## src/rtl/core/lslc_pkg.sv

```systemverilog
// Shared types, widths, register indexes and the range gain table of the line calibrator.
package lslc_pkg;

  // Input voltages, signed Q5.16
  localparam int IN_W = 21;
  // Range gain 0.4/range, unsigned Q0.24
  localparam int GAIN_W = 24;
  localparam int GAIN_FRAC = 24;
  // Scaled point, signed Q.16
  localparam int SCL_W = 21;
  // Running sums
  localparam int SX_W = 32;
  localparam int SXY_W = 48;
  // Fit numerator and denominator
  localparam int FIT_W = 50;
  // Q16.16 results
  localparam int FRAC_W = 16;
  localparam int OUT_W = 32;
  localparam int PT_W = 4;
  // Divider
  localparam int DIVISOR_W = 48;
  localparam int DIVIDEND_W = DIVISOR_W + FRAC_W;
  localparam int QUO_W = 31;
  // Configuration port
  localparam int RANGE_W = 3;
  localparam int COUNT_W = 4;
  localparam int CFG_IDX_W = 2;
  localparam int CFG_DATA_W = 4;

  localparam logic [CFG_IDX_W-1:0] REG_RANGE_SELECT = 2'd0;
  localparam logic [CFG_IDX_W-1:0] REG_POINT_COUNT  = 2'd1;

  // Gain per range code, codes past the last range use the widest range
  localparam logic [GAIN_W-1:0] GAIN_Q24 [8] = '{
    24'd11184811, 24'd3355443, 24'd1677722, 24'd838861,
    24'd479349, 24'd479349, 24'd479349, 24'd479349
  };

  typedef enum logic [3:0] {
    ST_IDLE,
    ST_ROUND,
    ST_MULT,
    ST_ACCUM,
    ST_CHECK,
    ST_FIT_SUB,
    ST_DEN_CHECK,
    ST_SLOPE_WAIT,
    ST_ICPT_MUL,
    ST_ICPT_SUB,
    ST_ICPT_DIV,
    ST_ICPT_WAIT,
    ST_EMIT
  } ctrl_state_e;

  typedef enum logic [3:0] {
    OP_NONE,
    OP_SCALE,
    OP_ROUND,
    OP_MULT,
    OP_ACCUM,
    OP_FIT_MUL,
    OP_FIT_SUB,
    OP_SLOPE_DIV,
    OP_SLOPE_END,
    OP_ICPT_MUL,
    OP_ICPT_SUB,
    OP_ICPT_DIV,
    OP_ICPT_END,
    OP_EMIT_POINT,
    OP_EMIT_DEGEN,
    OP_EMIT_FIT
  } dp_op_e;

  typedef struct packed {
    dp_op_e op;
    logic   clear;
  } dp_cmd_t;

  typedef struct packed {
    logic last_point;
    logic den_zero;
    logic div_done;
  } dp_status_t;

endpackage

```

## src/rtl/core/lslc_ctrl.sv

```systemverilog
// Controller: sequences scaling, accumulation and the two-division fit over the datapath.
module lslc_ctrl
  import lslc_pkg::*;
(
  input  logic       clk_i,
  input  logic       rst_ni,
  input  logic       start_i,
  input  logic       clear_req_i,
  input  dp_status_t status_i,
  output dp_cmd_t    cmd_o,
  output logic       busy_o
);

  ctrl_state_e state_q, state_d;

  // State register
  always_ff @(posedge clk_i or negedge rst_ni) begin
    if (!rst_ni) begin
      state_q <= ST_IDLE;
    end else begin
      state_q <= state_d;
    end
  end

  // Next state and datapath commands
  always_comb begin
    state_d     = state_q;
    cmd_o.op    = OP_NONE;
    cmd_o.clear = 1'b0;
    unique case (state_q)
      ST_IDLE: begin
        priority if (start_i) begin
          cmd_o.op = OP_SCALE;
          state_d  = ST_ROUND;
        end else if (clear_req_i) begin
          cmd_o.clear = 1'b1;
        end
      end
      ST_ROUND: begin
        cmd_o.op = OP_ROUND;
        state_d  = ST_MULT;
      end
      ST_MULT: begin
        cmd_o.op = OP_MULT;
        state_d  = ST_ACCUM;
      end
      ST_ACCUM: begin
        cmd_o.op = OP_ACCUM;
        state_d  = ST_CHECK;
      end
      ST_CHECK: begin
        if (status_i.last_point) begin
          cmd_o.op = OP_FIT_MUL;
          state_d  = ST_FIT_SUB;
        end else begin
          cmd_o.op = OP_EMIT_POINT;
          state_d  = ST_IDLE;
        end
      end
      ST_FIT_SUB: begin
        cmd_o.op = OP_FIT_SUB;
        state_d  = ST_DEN_CHECK;
      end
      ST_DEN_CHECK: begin
        if (status_i.den_zero) begin
          cmd_o.op    = OP_EMIT_DEGEN;
          cmd_o.clear = 1'b1;
          state_d     = ST_IDLE;
        end else begin
          cmd_o.op = OP_SLOPE_DIV;
          state_d  = ST_SLOPE_WAIT;
        end
      end
      ST_SLOPE_WAIT: begin
        if (status_i.div_done) begin
          cmd_o.op = OP_SLOPE_END;
          state_d  = ST_ICPT_MUL;
        end
      end
      ST_ICPT_MUL: begin
        cmd_o.op = OP_ICPT_MUL;
        state_d  = ST_ICPT_SUB;
      end
      ST_ICPT_SUB: begin
        cmd_o.op = OP_ICPT_SUB;
        state_d  = ST_ICPT_DIV;
      end
      ST_ICPT_DIV: begin
        cmd_o.op = OP_ICPT_DIV;
        state_d  = ST_ICPT_WAIT;
      end
      ST_ICPT_WAIT: begin
        if (status_i.div_done) begin
          cmd_o.op = OP_ICPT_END;
          state_d  = ST_EMIT;
        end
      end
      ST_EMIT: begin
        cmd_o.op    = OP_EMIT_FIT;
        cmd_o.clear = 1'b1;
        state_d     = ST_IDLE;
      end
    endcase
  end

  assign busy_o = (state_q != ST_IDLE);

endmodule

```

## config.mk

```make
export PLATFORM = sky130hd
export DESIGN_NAME = lslc_ctrl
export DESIGN_NICKNAME = d
export VERILOG_FILES = /design/src/rtl/core/lslc_pkg.sv /design/src/rtl/core/lslc_ctrl.sv
export SDC_FILE = /design/constraint.sdc
export NUM_CORES = 1
export LEC_CHECK = 0
export CAP_MARGIN = 20
export CORE_AREA = 2 2 39 41
export DETAILED_ROUTE_END_ITERATION = 6
export DIE_AREA = 0 0 41 43
export DONT_BUFFER_PORTS = 1
export PLACE_DENSITY_LB_ADDON = 0.3
export SLEW_MARGIN = 10
export SYNTH_ARGS = -nofsm -noshare
export SYNTH_HDL_FRONTEND = slang
export SYNTH_SLANG_ARGS = --single-unit
```

## constraint.sdc

```tcl
create_clock -name clk_i -period 3.4 [get_ports clk_i]
set_input_delay 0.68 -clock clk_i [delete_from_list [all_inputs] [get_ports clk_i]]
set_output_delay 0.68 -clock clk_i [all_outputs]
set_load 0.02 [all_outputs]
```

==> results.md, run 1 <==
STA:
- The total negative slack for setup checks is 0 ps.
- Setup violations remaining at the end of the flow were counted as 0.
- The number of pins exceeding their max-slew limit in the final report is 0.
- Setup repair after global routing left no endpoint under its margin.
- For the finished layout, the period the worst path requires is 2460 ps.
- Dividing the final minimum period by the clock period gives 72.3%.
- The final worst slack is 942 ps.
- The maximum frequency from static timing analysis is 407 MHz.
- The clock arrives with 0.349 ps of skew.
- At the pin with the least slew margin, the transition time is 798 ps.
- The relative slew slack is 46.0%.
- The number of failing hold endpoints at the final stage came to 0.

Drt:
- Dividing the detail-routed via count by the number of cells gives 5.72.
- In the final routed layout, each cell accounts on average for 14.2 um.
- The violation count after the first detailed-route iteration is 10.
- The count of nets left with antenna violations after detail routing is 0.
- The total via count after detailed routing is 423.
- The overall routed net length is 1050 um.
- The DRC violation count after routing is 0.
- The first detailed-routing pass ran for 4 iterations.

Critical path:
- The data required time of the critical path is 2720 ps.
- STA puts the critical path data arrival time at 1780 ps.
- By startpoint and endpoint, the worst setup path is classified as flip-flop to primary output.
- The maximum fanout count along the critical path is 13.
- The launching element type of the critical path is a flip-flop.
- STA classifies the critical path endpoint as a primary output.

GRT:
- The number of antenna violations at the first check in global routing came to 0.
- The fraction of met1 tracks used by global routing is 20.0%.
- The most utilized layer in the global route result is met1.
- Entering global routing, the biggest net connects 15 pins.
- The total global routing track utilization is 14.3%.
- The final global-route overflow total is 0.
- The first global-routing pass estimated 1700 um of wire.
- The number of global-route vias before repair is 393.
- The met2 capacity usage during global routing is 19.1%.
- The met3 usage is 5.24%.

Final layout:
- Counting flops per register, the top entry is state_q.
- The layout cell share with drive strength beyond 1 is 15.5%.
- The largest registers in the layout are state_q: 4 flops.
- The register with the most flip-flops in the layout has 4 of them.
- The layout overhead on the synthesized area is 1.14%.
- 0 antenna diodes ended up in the layout.
- The final non-filler cell total is 74.
- The final net count is 67.

Pwr:
- In this run the static leakage power is 0.181 nW.
- The share of total power dissipated in the clock network is 11.0%.
- The worst-case IR drop observed on VDD is 336 uV.
- The analysis attributes to net switching a power of 0.000287 W.
- The switching share of power is 55.9%.
- Cell internal power was estimated by the tool at 0.000227 W.
- The share of total power dissipated in sequential elements is 29.9%.
- The share of total power dissipated in combinational logic is 59.1%.
- For this design the ratio of total power to cell area is 1160 nW/um2.

Placement:
- The post-place setup slack is 1130 ps.
- The count of port buffers added during placement is 0.
- After detailed placement, the design holds a cell count of 71.
- The final estimated routing congestion in global placement is 0.754.
- The half-perimeter wire length after detailed placement is 762 um.

Clocking:
- Clock-pin slew was measured on the worst setup and hold paths at 40 ps.
- The count of hold-fix buffers inserted at cts is 0.
- The TritonCTS clock tree is built.
- The total number of H-tree levels is 1.
- The clock sink total is 4.
- The root buffer cell is clkbuf_4.
- The number of CTS-inserted buffers is 3.
- The number of gates resized after CTS was 0.
- The post-CTS setup repair buffer count is 0.
- No sink is reached through more buffers than the 2 on the longest clock path.
- Clock latency on the worst-skew pair, taken at its later pin, is 230 ps.

Logic synthesis:
- The share of synthesized area in the top cell type comes to 22.9%.
- Synthesis handed over a netlist of 59 instances.
- The number of nets in the synthesized netlist is 66.
- Sequential elements use 22.9% of the synthesized area.
- The synthesized design contains 4 register bits.
- By area the synthesized netlist is led by dfrtp_1, nand2_1, nor2_1.
- The synthesized area is 438 um2.
- For this run, the leading register cell type out of synthesis is dfrtp_1.
- The synthesized netlist contains 27 unique library cells.
- The synthesized area per cell is 7.42 um2.
- The share of flip-flops with an asynchronous set or reset is 100%.
- Yosys mapped a number of flops with a built-in enable equal to 0.
- The Yosys step of the flow raised 0 warnings.
- Of all cell types, the one taking the most synthesized area is dfrtp_1.
- After synthesis, the most frequently instantiated cells are nand2_1, nor2_1, a21oi_1, o21ai_0, dfrtp_1.

Floorplanning:
- The number of ports placed on the die boundary is 13.
- The horizontal extent of the die is 41 um.
- The chip height is 43 um.
- The area of the die is 1760 um2.
- The initial core utilization is 31.6%.
- The number of placement rows is 14.
- The core region is 1380 um2.

Outcome:
- The flow ran to the end, and the final reports show no timing, DRC or antenna violations.

Worst hold path:
- In this run the worst hold path is classified as input port to asynchronous set/reset pin.

Flow run:
- Across the run, the number of max-cap violations was 0.
power by group through the flow:
stage	Clock (W)	Combinational, W	Sequential, W
after floorplan	0	0.000349	0.0000918
after global placement	0	0.000305	0.000153
after detailed placement	0	0.000305	0.000154
after CTS	0.0000593	0.000306	0.000153
after global routing	0.0000612	0.000337	0.000162
final	0.0000566	0.000304	0.000154
critical path, cell delays in order (launching register included):
cell and delay [ps]:
dfrtp_1 500, nand2b_1 290, o311ai_1 750
layout make-up:
cell class | instances | area [um2]
inverter | 4 | 15.0
fill | 163 | 941
tap | 16 | 20.0
sequential | 4 | 100
multi-input combinational | 47 | 285
clock buffer | 3 | 22.5
worst paths after layout:
check	endpoint	from	slack, ps	cells after the start
min in group clk_i	state_q[0]	start_i	640	2
hold / removal	state_q[3]	rst_ni	150	0
setup / recovery	cmd_o[4]	state_q[3]	940	2
max in group asynchronous	state_q[0]	rst_ni	3190	0
setup reg to reg	state_q[0]	state_q[0]	2020	4
hold reg to reg	state_q[3]	state_q[1]	790	2
metrics by stage:
stage / utilization, % / hold slack, ps / instance area, um2 / total power (W)
after detailed placement: 30.4 / 384 / 420 / 0.000459
final: 32.0 / 147 / 443 / 0.000514
after global routing: 32.0 / 135 / 443 / 0.000560
after global placement: 30.4 / 385 / 420 / 0.000457
after floorplan: - / 384 / 438 / 0.000441
after CTS: 32.0 / 139 / 443 / 0.000518
cells in the final DEF (no fill, tap or decap), types with 2 or more instances in the layout:
cell,synthesis,final
nor2_1,7,7
nand2_1,7,7
o21ai_0,5,5
a21oi_1,5,5
dfrtp_1,4,4
o31ai_1,3,3
clkbuf_4,0,3
inv_2,2,2
nor2b_1,2,2
inv_1,2,2
nand2b_1,2,2
nand3_1,2,2
per-layer routing:
layer | routed length, um | share of wire [%]
met1 | 490 | 47
met4 | 0 | 0
met2 | 496 | 47
met3 | 62 | 5.9
met5 | 0 | 0
kinds of logic (layout without fill, tap and decap cells):
family                 Yosys count  after routing  share of synthesized area, %
XOR/XNOR                         1              1                          2.00
buffers and inverters            8              7                          12.0
AND/OR/NAND/NOR                 22             22                          22.9
flip-flops                       4              4                          22.9
multiplexers                     2              2                          5.71
AO/OA/AOI/OAI                   22             22                          34.6
No activity file was read; power rests on OpenSTA's default activity.
==> run 2, diff against run 1 <==
- clock period: 3.4 -> 2 ns (I/O delays scaled with it)
==> run 2 against run 1 <==
  * Worst setup slack worse by 840 ps
  * Sequential share of layout area shrank 2.2 points
  * Final cell count increased by 11%
  * Highest routed layer unchanged
==> results.md, run 2 (synthesized netlist as in run 1, its figures left out) <==
Final layout:
- The final net count was 75 (+12%).
- The layout overhead on the synthesized area is 17.7%.
- In the final layout, the registers with the most flip-flops are state_q: 4 flops.
- The area of all placed cells without fillers is 515 um2 (+16%).
- More flip-flops sit in one register than any other, and that register is state_q.
- The number of flip-flops in the largest register is 4 (unchanged).
- The final non-filler cell total is 82 (+11%).
- The total inserted antenna cells is 0 (unchanged).
- The layout cell share with drive strength beyond 1 is 33.3% (+18 points).
- In the layout the commonest cells are nand2_1, buf_4, nor2_1.

Clocking:
- The clock insertion delay at the later pin of the skew report is 230 ps (about the same).
- The number of CTS-inserted buffers is 3 (unchanged).
- The register clock-pin slew on the reported worst setup and hold paths came to 40 ps (about the same).
- The maximum number of buffers from clock root to sink came to 2 (unchanged).
- The root buffer cell is clkbuf_4.
- The clock sink total is 4 (unchanged).
- TritonCTS built the clock tree.
- The total number of H-tree levels is 1 (unchanged).

GRT:
- The final global-route overflow total was 0 (unchanged).
- The number of global-route vias before repair was 424 (+7.9%).
- The number of antenna violations at the first check in global routing was 0 (unchanged).
- The pin count of the biggest net entering global routing is 15 (unchanged).
- The global-route wire length before repair is 1840 um (+8.1%).
- The total global routing track utilization is 15.4% (+1.2 points).

Drt:
- The violation count after the first detailed-route iteration is 8 (-2).
- The overall routed net length is 1100 um (+4.7%).
- The final routed wire length divided by cell count was 13.4 um (-5.5%).
- The via density per instance is 5.61 (-1.9%).
- The length of the first detailed-routing pass in iterations is 4 (unchanged).
- The DRC violation count after routing is 0 (unchanged).
- The total via count after detailed routing is 460 (+8.7%).
- The count of nets left with antenna violations after detail routing is 0 (unchanged).

STA:
- The total negative slack for setup checks is 0 ps (unchanged).
- The transition time at the pin with the least slew margin is 255 ps (-543 ps).
- The final clock skew is 3.57 ps (+3.23 ps).
- Setup repair after global routing left no endpoint under its margin.
- The final cycle utilization of the critical path is 94.7%.
- The relative slew slack is 83.0% (+37 points).
- The worst hold-check slack came to 346 ps (+199 ps).
- For this run, the top clock speed supported by timing is 528 MHz.
- The number of pins exceeding their max-slew limit in the final report is 0 (unchanged).
- The number of failing hold endpoints at the final stage was 0 (unchanged).
- The minimum clock period is 1890 ps.
- The setup-violating endpoint count in the final report is 0 (unchanged).

Floorplanning:
- The initial core utilization is 31.6% (unchanged).
- The floorplan core area is 1380 um2 (unchanged).
- The horizontal extent of the die is 41 um (unchanged).
- The number of ports placed on the die boundary is 13 (unchanged).
- The area of the die is 1760 um2 (unchanged).
- The chip height is 43 um (unchanged).
- The number of placement rows is 14 (unchanged).

Critical path:
- The launching element type of the critical path is a flip-flop.
- The critical setup path kind is flip-flop to primary output.
- The critical path endpoint category is a primary output.
- The maximum fanout count along the critical path was 9 (-4).
- The arrival time of the worst setup path was 1490 ps (-290 ps).
- The data required time of the critical path was 1600 ps (-1120 ps).

Pwr:
- The leakage dissipation came to 0.216 nW (+19%).
- The maximum vdd ir drop was 571 uV (+70%).
- The power density normalized to cell area was 2000 nW/um2 (+72%).

Flow run:
- The max capacitance violation total came to 0 (unchanged).

Worst hold path:
- The class of the worst hold path is input port to flip-flop.

Placement:
- The final estimated routing congestion in global placement is 0.773 (+2.5%).
- The count of port buffers added during placement is 0 (unchanged).
- The number of placed cells counting well taps is 76 (+7.0%).
- The placed instance area was 458 um2 (+8.9%).
- The half-perimeter wire length after detailed placement was 774 um (+1.6%).

Outcome:
- The flow ran to the end, and the final reports show no timing, DRC or antenna violations.
## run 2: what timing repair did
item	CTS	global route
hold buffers	1	0
cloned	0	0
gates resized for setup	1	5
setup endpoints to repair	1	5
setup buffers	0	2
endpoints found under the hold margin	4	0
## run 2: layout make-up
class	count	area, um2
sequential	4	105
fill	154	868
multi-input combinational	47	290
clock buffer	3	22.5
tap	16	20.0
timing repair buffer	8	62.6
inverter	4	15.0
## run 2: final timing paths
check                        endpoint  cells after the start        start  slack (ps)
setup reg to reg           state_q[2]                      4   state_q[0]         780
max in group asynchronous  state_q[1]                      1       rst_ni        1370
min in group asynchronous  state_q[0]                      1       rst_ni         440
setup / recovery             cmd_o[4]                      5   state_q[3]         110
hold / removal             state_q[3]                      2  status_i[0]         350
hold reg to reg            state_q[3]                      2   state_q[3]         700
## run 2: report_power, final
| part | switching (W) | internal (W) |
|---|---|---|
| logic | 0.000357 | 0.000315 |
| clock network | 0.0000300 | 0.0000669 |
| registers | 0.000132 | 0.000130 |
| total | 0.000519 | 0.000512 |
## run 2: critical path, cell delays in order, from the launching register on
cell      delay [ps]
dfrtp_2          450
nand2b_2         250
o31ai_1          210
nand2_1           80
o311ai_1          80
buf_4            190
## run 2: metrics by stage
stage,total power [W],worst slack (ps),util [%]
CTS,0.000990,10.7,35.6
detailed placement,0.000879,245,33.1
global route,0.00113,11.2,37.3
global placement,0.000880,280,33.1
finish,0.00103,105,37.3
floorplan,0.000749,334,-
## run 2: routing by layer
metal / GRT usage, % / wire length, um / part of all wire, %
met2: 21.3 / 560 / 51
met4: 8.00 / 0 / 0
met1: 19.9 / 475 / 43
met3: 6.28 / 62 / 5.6
met5: 0 / 0 / 0
==> run 3, diff against run 2 <==
--- a/config.mk
+++ b/config.mk
@@ -6,4 +6,5 @@
 export NUM_CORES = 1
 export LEC_CHECK = 0
+export ABC_AREA = 1
 export CAP_MARGIN = 20
 export CORE_AREA = 2 2 39 41
==> constraint.sdc (replaced) <==
create_clock -name clk_i -period 2 [get_ports clk_i]
set_input_delay 0.4 -clock clk_i [delete_from_list [all_inputs] [get_ports clk_i]]
set_output_delay 0.4 -clock clk_i [all_outputs]
set_load 0.005 [all_outputs]
==> run 3 against run 2 <==
  * Global-route usage fell by 1.9 points
  * Total power fell by 28%
  * Register-to-register slack got worse by 140 ps
  * Count of clock-buffer cells in the layout did not move
  * Non-clock buffer count fell by 7
==> results.md, run 3 <==
Floorplanning:
- The initial core utilization is 29.7% (-1.9 points).
- The number of placement rows is 14 (unchanged).
- The area of the die is 1760 um2 (unchanged).
- The number of ports placed on the die boundary is 13 (unchanged).
- The horizontal extent of the die is 41 um (unchanged).
- The floorplan core area is 1380 um2 (unchanged).
- The chip height is 43 um (unchanged).

Drt:
- The final routed wire length divided by cell count is 10.2 um (-24%).
- The length of the first detailed-routing pass in iterations is 2 (-2).
- The count of nets left with antenna violations after detail routing is 0 (unchanged).
- The DRC violation count after routing is 0 (unchanged).
- The total via count after detailed routing was 422 (-8.3%).
- The via density per instance is 4.64 (-17%).
- The overall routed net length was 932 um (-15%).
- The violation count after the first detailed-route iteration is 7 (-1).

Logic synthesis:
- By count the netlist is led by nand2_1, inv_1, nor2_1.
- The most used flip-flop cell after synthesis is dfrtp_1.
- The number of warning messages in the yosys log was 0 (unchanged).
- The number of nets in the synthesized netlist was 78 (+18%).
- Summed over all instances, the cell type with the most area after synthesis is dfrtp_1.
- The most common cell in the synthesized netlist is nand2_1.
- The number of storage elements in the synthesis netlist came to 4 (unchanged).
- The area fraction of the dominant cell type after synthesis came to 24.3% (+1.5 points).
- The sequential element share of the synthesized area is 24.3% (+1.5 points).
- The synthesized netlist cell count is 71 (+20%).
- The synthesized area per cell was 5.80 um2 (-22%).
- Yosys attributes the largest share of cell area to dfrtp_1, nand2_1, inv_1.
- The distinct cell type count of the synthesized netlist is 16 (-41%).
- The share of flip-flops with an asynchronous set or reset came to 100% (unchanged).
- The count of flip-flops with a built-in enable after synthesis is 0 (unchanged).
- The synthesized area is 412 um2 (-6.0%).

Critical path:
- The data required time of the critical path was 1600 ps (about the same).
- The endpoint identified for the worst register-to-register timing path is state_q[0].
- The cell depth of the worst flop-to-flop path is 8 (+4).
- The register-to-register path setup slack was 640 ps (-140 ps).
- STA classifies the critical path endpoint as a primary output.
- Traced cell by cell, the critical path runs through inv_1, nor2_1, nand3b_1, a31oi_1.
- The origin of the critical flop-to-flop path is state_q[3].
- The cell with the largest stage delay on the worst path is dfrtp_1.
- Following the worst setup path forward leads to its endpoint at cmd_o[1].
- The worst setup path is of the flip-flop to primary output kind.
- The worst stage delay on the critical path was 450 ps (about the same).
- The arrival time of the worst setup path came to 1350 ps (-140 ps).
- The kind of cell with the highest combined delay along the critical path is flip-flops.
- The launching element type of the critical path is a flip-flop.
- The logic depth of the worst path, buffers included is 4 (-1).
- The maximum fanout count along the critical path is 5 (-4).
- The critical path buffer and inverter count is 1 (unchanged).
- The critical path starts at state_q[1].

Final layout:
- The area growth from synthesis to layout is 12.8%.
- The layout cell share with drive strength beyond 1 is 17.3% (-16 points).
- The total inserted antenna cells was 0 (unchanged).
- In the final layout, the registers with the most flip-flops are state_q: 4 flops.
- The library cell used most frequently in the layout, excluding fill and tap cells, is nand2_1.
- Leaving out fill and tap cells, the most frequent cells in the layout are nand2_1, nor2_1, inv_1.
- The register with the most flip-flops is state_q.
- The number of flip-flops in the largest register is 4 (unchanged).
- The flip-flop and latch area is 100 um2 (-4.8%).
- The total of fill cells in the finished design is 162 (+5.2%).
- The final net count is 84 (+12%).
- The area of all placed cells without fillers was 464 um2 (-10%).
- The area of combinational cells with multiple inputs is 270 um2 (-6.9%).

Clocking:
- The root buffer cell is clkbuf_4.
- The maximum number of buffers from clock root to sink was 2 (unchanged).
- The clock insertion delay at the later pin of the skew report is 230 ps (about the same).
- The clock sink total is 4 (unchanged).
- The register clock-pin slew on the reported worst setup and hold paths is 40 ps (about the same).
- The number of gates resized after cts is 0 (-1).
- The TritonCTS clock tree is built.
- The total number of H-tree levels was 1 (unchanged).
- The number of CTS-inserted buffers is 3 (unchanged).

Pwr:
- The leakage dissipation came to 0.255 nW (+18%).
- The logic gate share of total power is 61.5% (-3.7 points).
- The maximum vdd ir drop came to 533 uV (-6.6%).
- The fraction of power consumed by the clock network is 12.9% (+3.5 points).
- The total power is 0.000737 W (-28%).
- The part of the total power dissipated in sequential elements was 25.7% (+0.3 points).
- The power density normalized to cell area is 1590 nW/um2 (-21%).
- The switching share of power came to 53.3% (+2.9 points).
- The internal power came to 0.000345 W (-33%).
- The net switching power is 0.000393 W (-24%).

Placement:
- The placed instance area is 432 um2 (-5.7%).
- The count of port buffers added during placement is 0 (unchanged).
- The final estimated routing congestion in global placement is 0.713 (-7.8%).
- The post-place setup slack came to 495 ps (+249 ps).
- The half-perimeter wire length after detailed placement is 809 um (+4.4%).

GRT:
- The final global-route overflow total is 0 (unchanged).
- The total global routing track utilization is 13.5% (-1.9 points).
- The pin count of the biggest net entering global routing is 8 (-7).
- The number of antenna violations at the first check in global routing is 0 (unchanged).
- The number of global-route vias before repair is 424 (unchanged).
- The met2 capacity usage during global routing is 22.2% (+0.94 points).
- The most utilized layer in the global route result is met2.
- The global-route wire length before repair is 1620 um (-12%).
- The met3 usage is 3.14% (-3.1 points).
- The fraction of met1 tracks used by global routing is 15.6% (-4.3 points).

Worst hold path:
- The class of the worst hold path is input port to flip-flop.

STA:
- The worst hold-check slack is 388 ps (+42.0 ps).
- The final cycle utilization of the critical path was 87.3% (-7.5 points).
- The transition time at the pin with the least slew margin is 237 ps (-17.3 ps).
- The final clock skew is 1.46 ps (-2.11 ps).
- The relative slew slack is 84.2% (+1.2 points).
- The total negative slack for setup checks is 0 ps (unchanged).
- The number of failing hold endpoints at the final stage is 0 (unchanged).
- Setup repair after global routing left no endpoint under its margin.
- The number of pins exceeding their max-slew limit in the final report is 0 (unchanged).
- The maximum frequency from static timing analysis came to 573 MHz (+8.6%).
- The setup-violating endpoint count in the final report came to 0 (unchanged).
- The minimum clock period is 1750 ps (-149 ps).
- The final worst slack is 255 ps (+149 ps).

Flow run:
- The max capacitance violation total is 0 (unchanged).

Outcome:
- The flow ran to the end, and the final reports show no timing, DRC or antenna violations.
[run 3: cell count changes after synthesis, moves of 3 or more]
cell     delta
nand2_1    +18
a21oi_1     -4
o21ai_0     -3
o31ai_1     -3
nand2_2     +4
inv_1       +7
[run 3: worst min-delay path, delay by kind of cell]
kind | cells | cell delay (ps)
simple gates | 1 | 70
buf+inv | 1 | 50
compound gates | 1 | 50
[run 3: timing repair]
action	in CTS	in global routing
setup endpoints to repair	0	0
hold buffers	1	0
hold endpoints to repair	4	0
buffers inserted	0	0
[run 3: final cells by class]
| type | instances | share of cell area (%) |
|---|---|---|
| sequential | 4 | 21.6 |
| tap | 16 | 4.31 |
| inverter | 11 | 8.89 |
| clock buffer | 3 | 4.85 |
| multi-input combinational | 56 | 58.2 |
| timing repair buffer | 1 | 2.16 |
[run 3: worst min path at each step]
stage                start         end  depth (start not counted)
6_report       status_i[0]  state_q[2]                          3
5_1_grt        status_i[0]  state_q[2]                          3
4_1_cts        status_i[0]  state_q[2]                          3
3_5_place_dp        rst_ni  state_q[0]                          0
3_3_place_gp        rst_ni  state_q[1]                          0
2_1_floorplan       rst_ni  state_q[0]                          0
[run 3: logic make-up (layout without fill, tap and decap cells)]
family,Yosys count,after routing,share of synthesized area (%)
AND/OR/NAND/NOR,50,50,57.1
buffers and inverters,11,15,10.0
AO/OA/AOI/OAI,6,6,8.51
flip-flops,4,4,24.3
[run 3: power groups by stage]
stage / Combinational, W / Clock, W / Sequential, W
global route: 0.000533 / 0.000111 / 0.000201
global placement: 0.000462 / 0 / 0.000188
floorplan: 0.000374 / 0 / 0.000180
finish: 0.000453 / 0.0000948 / 0.000189
CTS: 0.000459 / 0.000101 / 0.000189
detailed placement: 0.000454 / 0 / 0.000190
[run 3: through the flow]
stage | util (%) | instances
6_report | 33.5 | 91
5_1_grt | 33.5 | 91
4_1_cts | 33.5 | 91
3_5_place_dp | 31.2 | 87
3_3_place_gp | 31.2 | 87
2_1_floorplan | - | 71
[run 3: per-layer routing]
layer	vias to the layer above	wire (um)
met1	178	397
met2	10	466
met4	0	0
met3	0	68
li1	234	-
met5	-	0
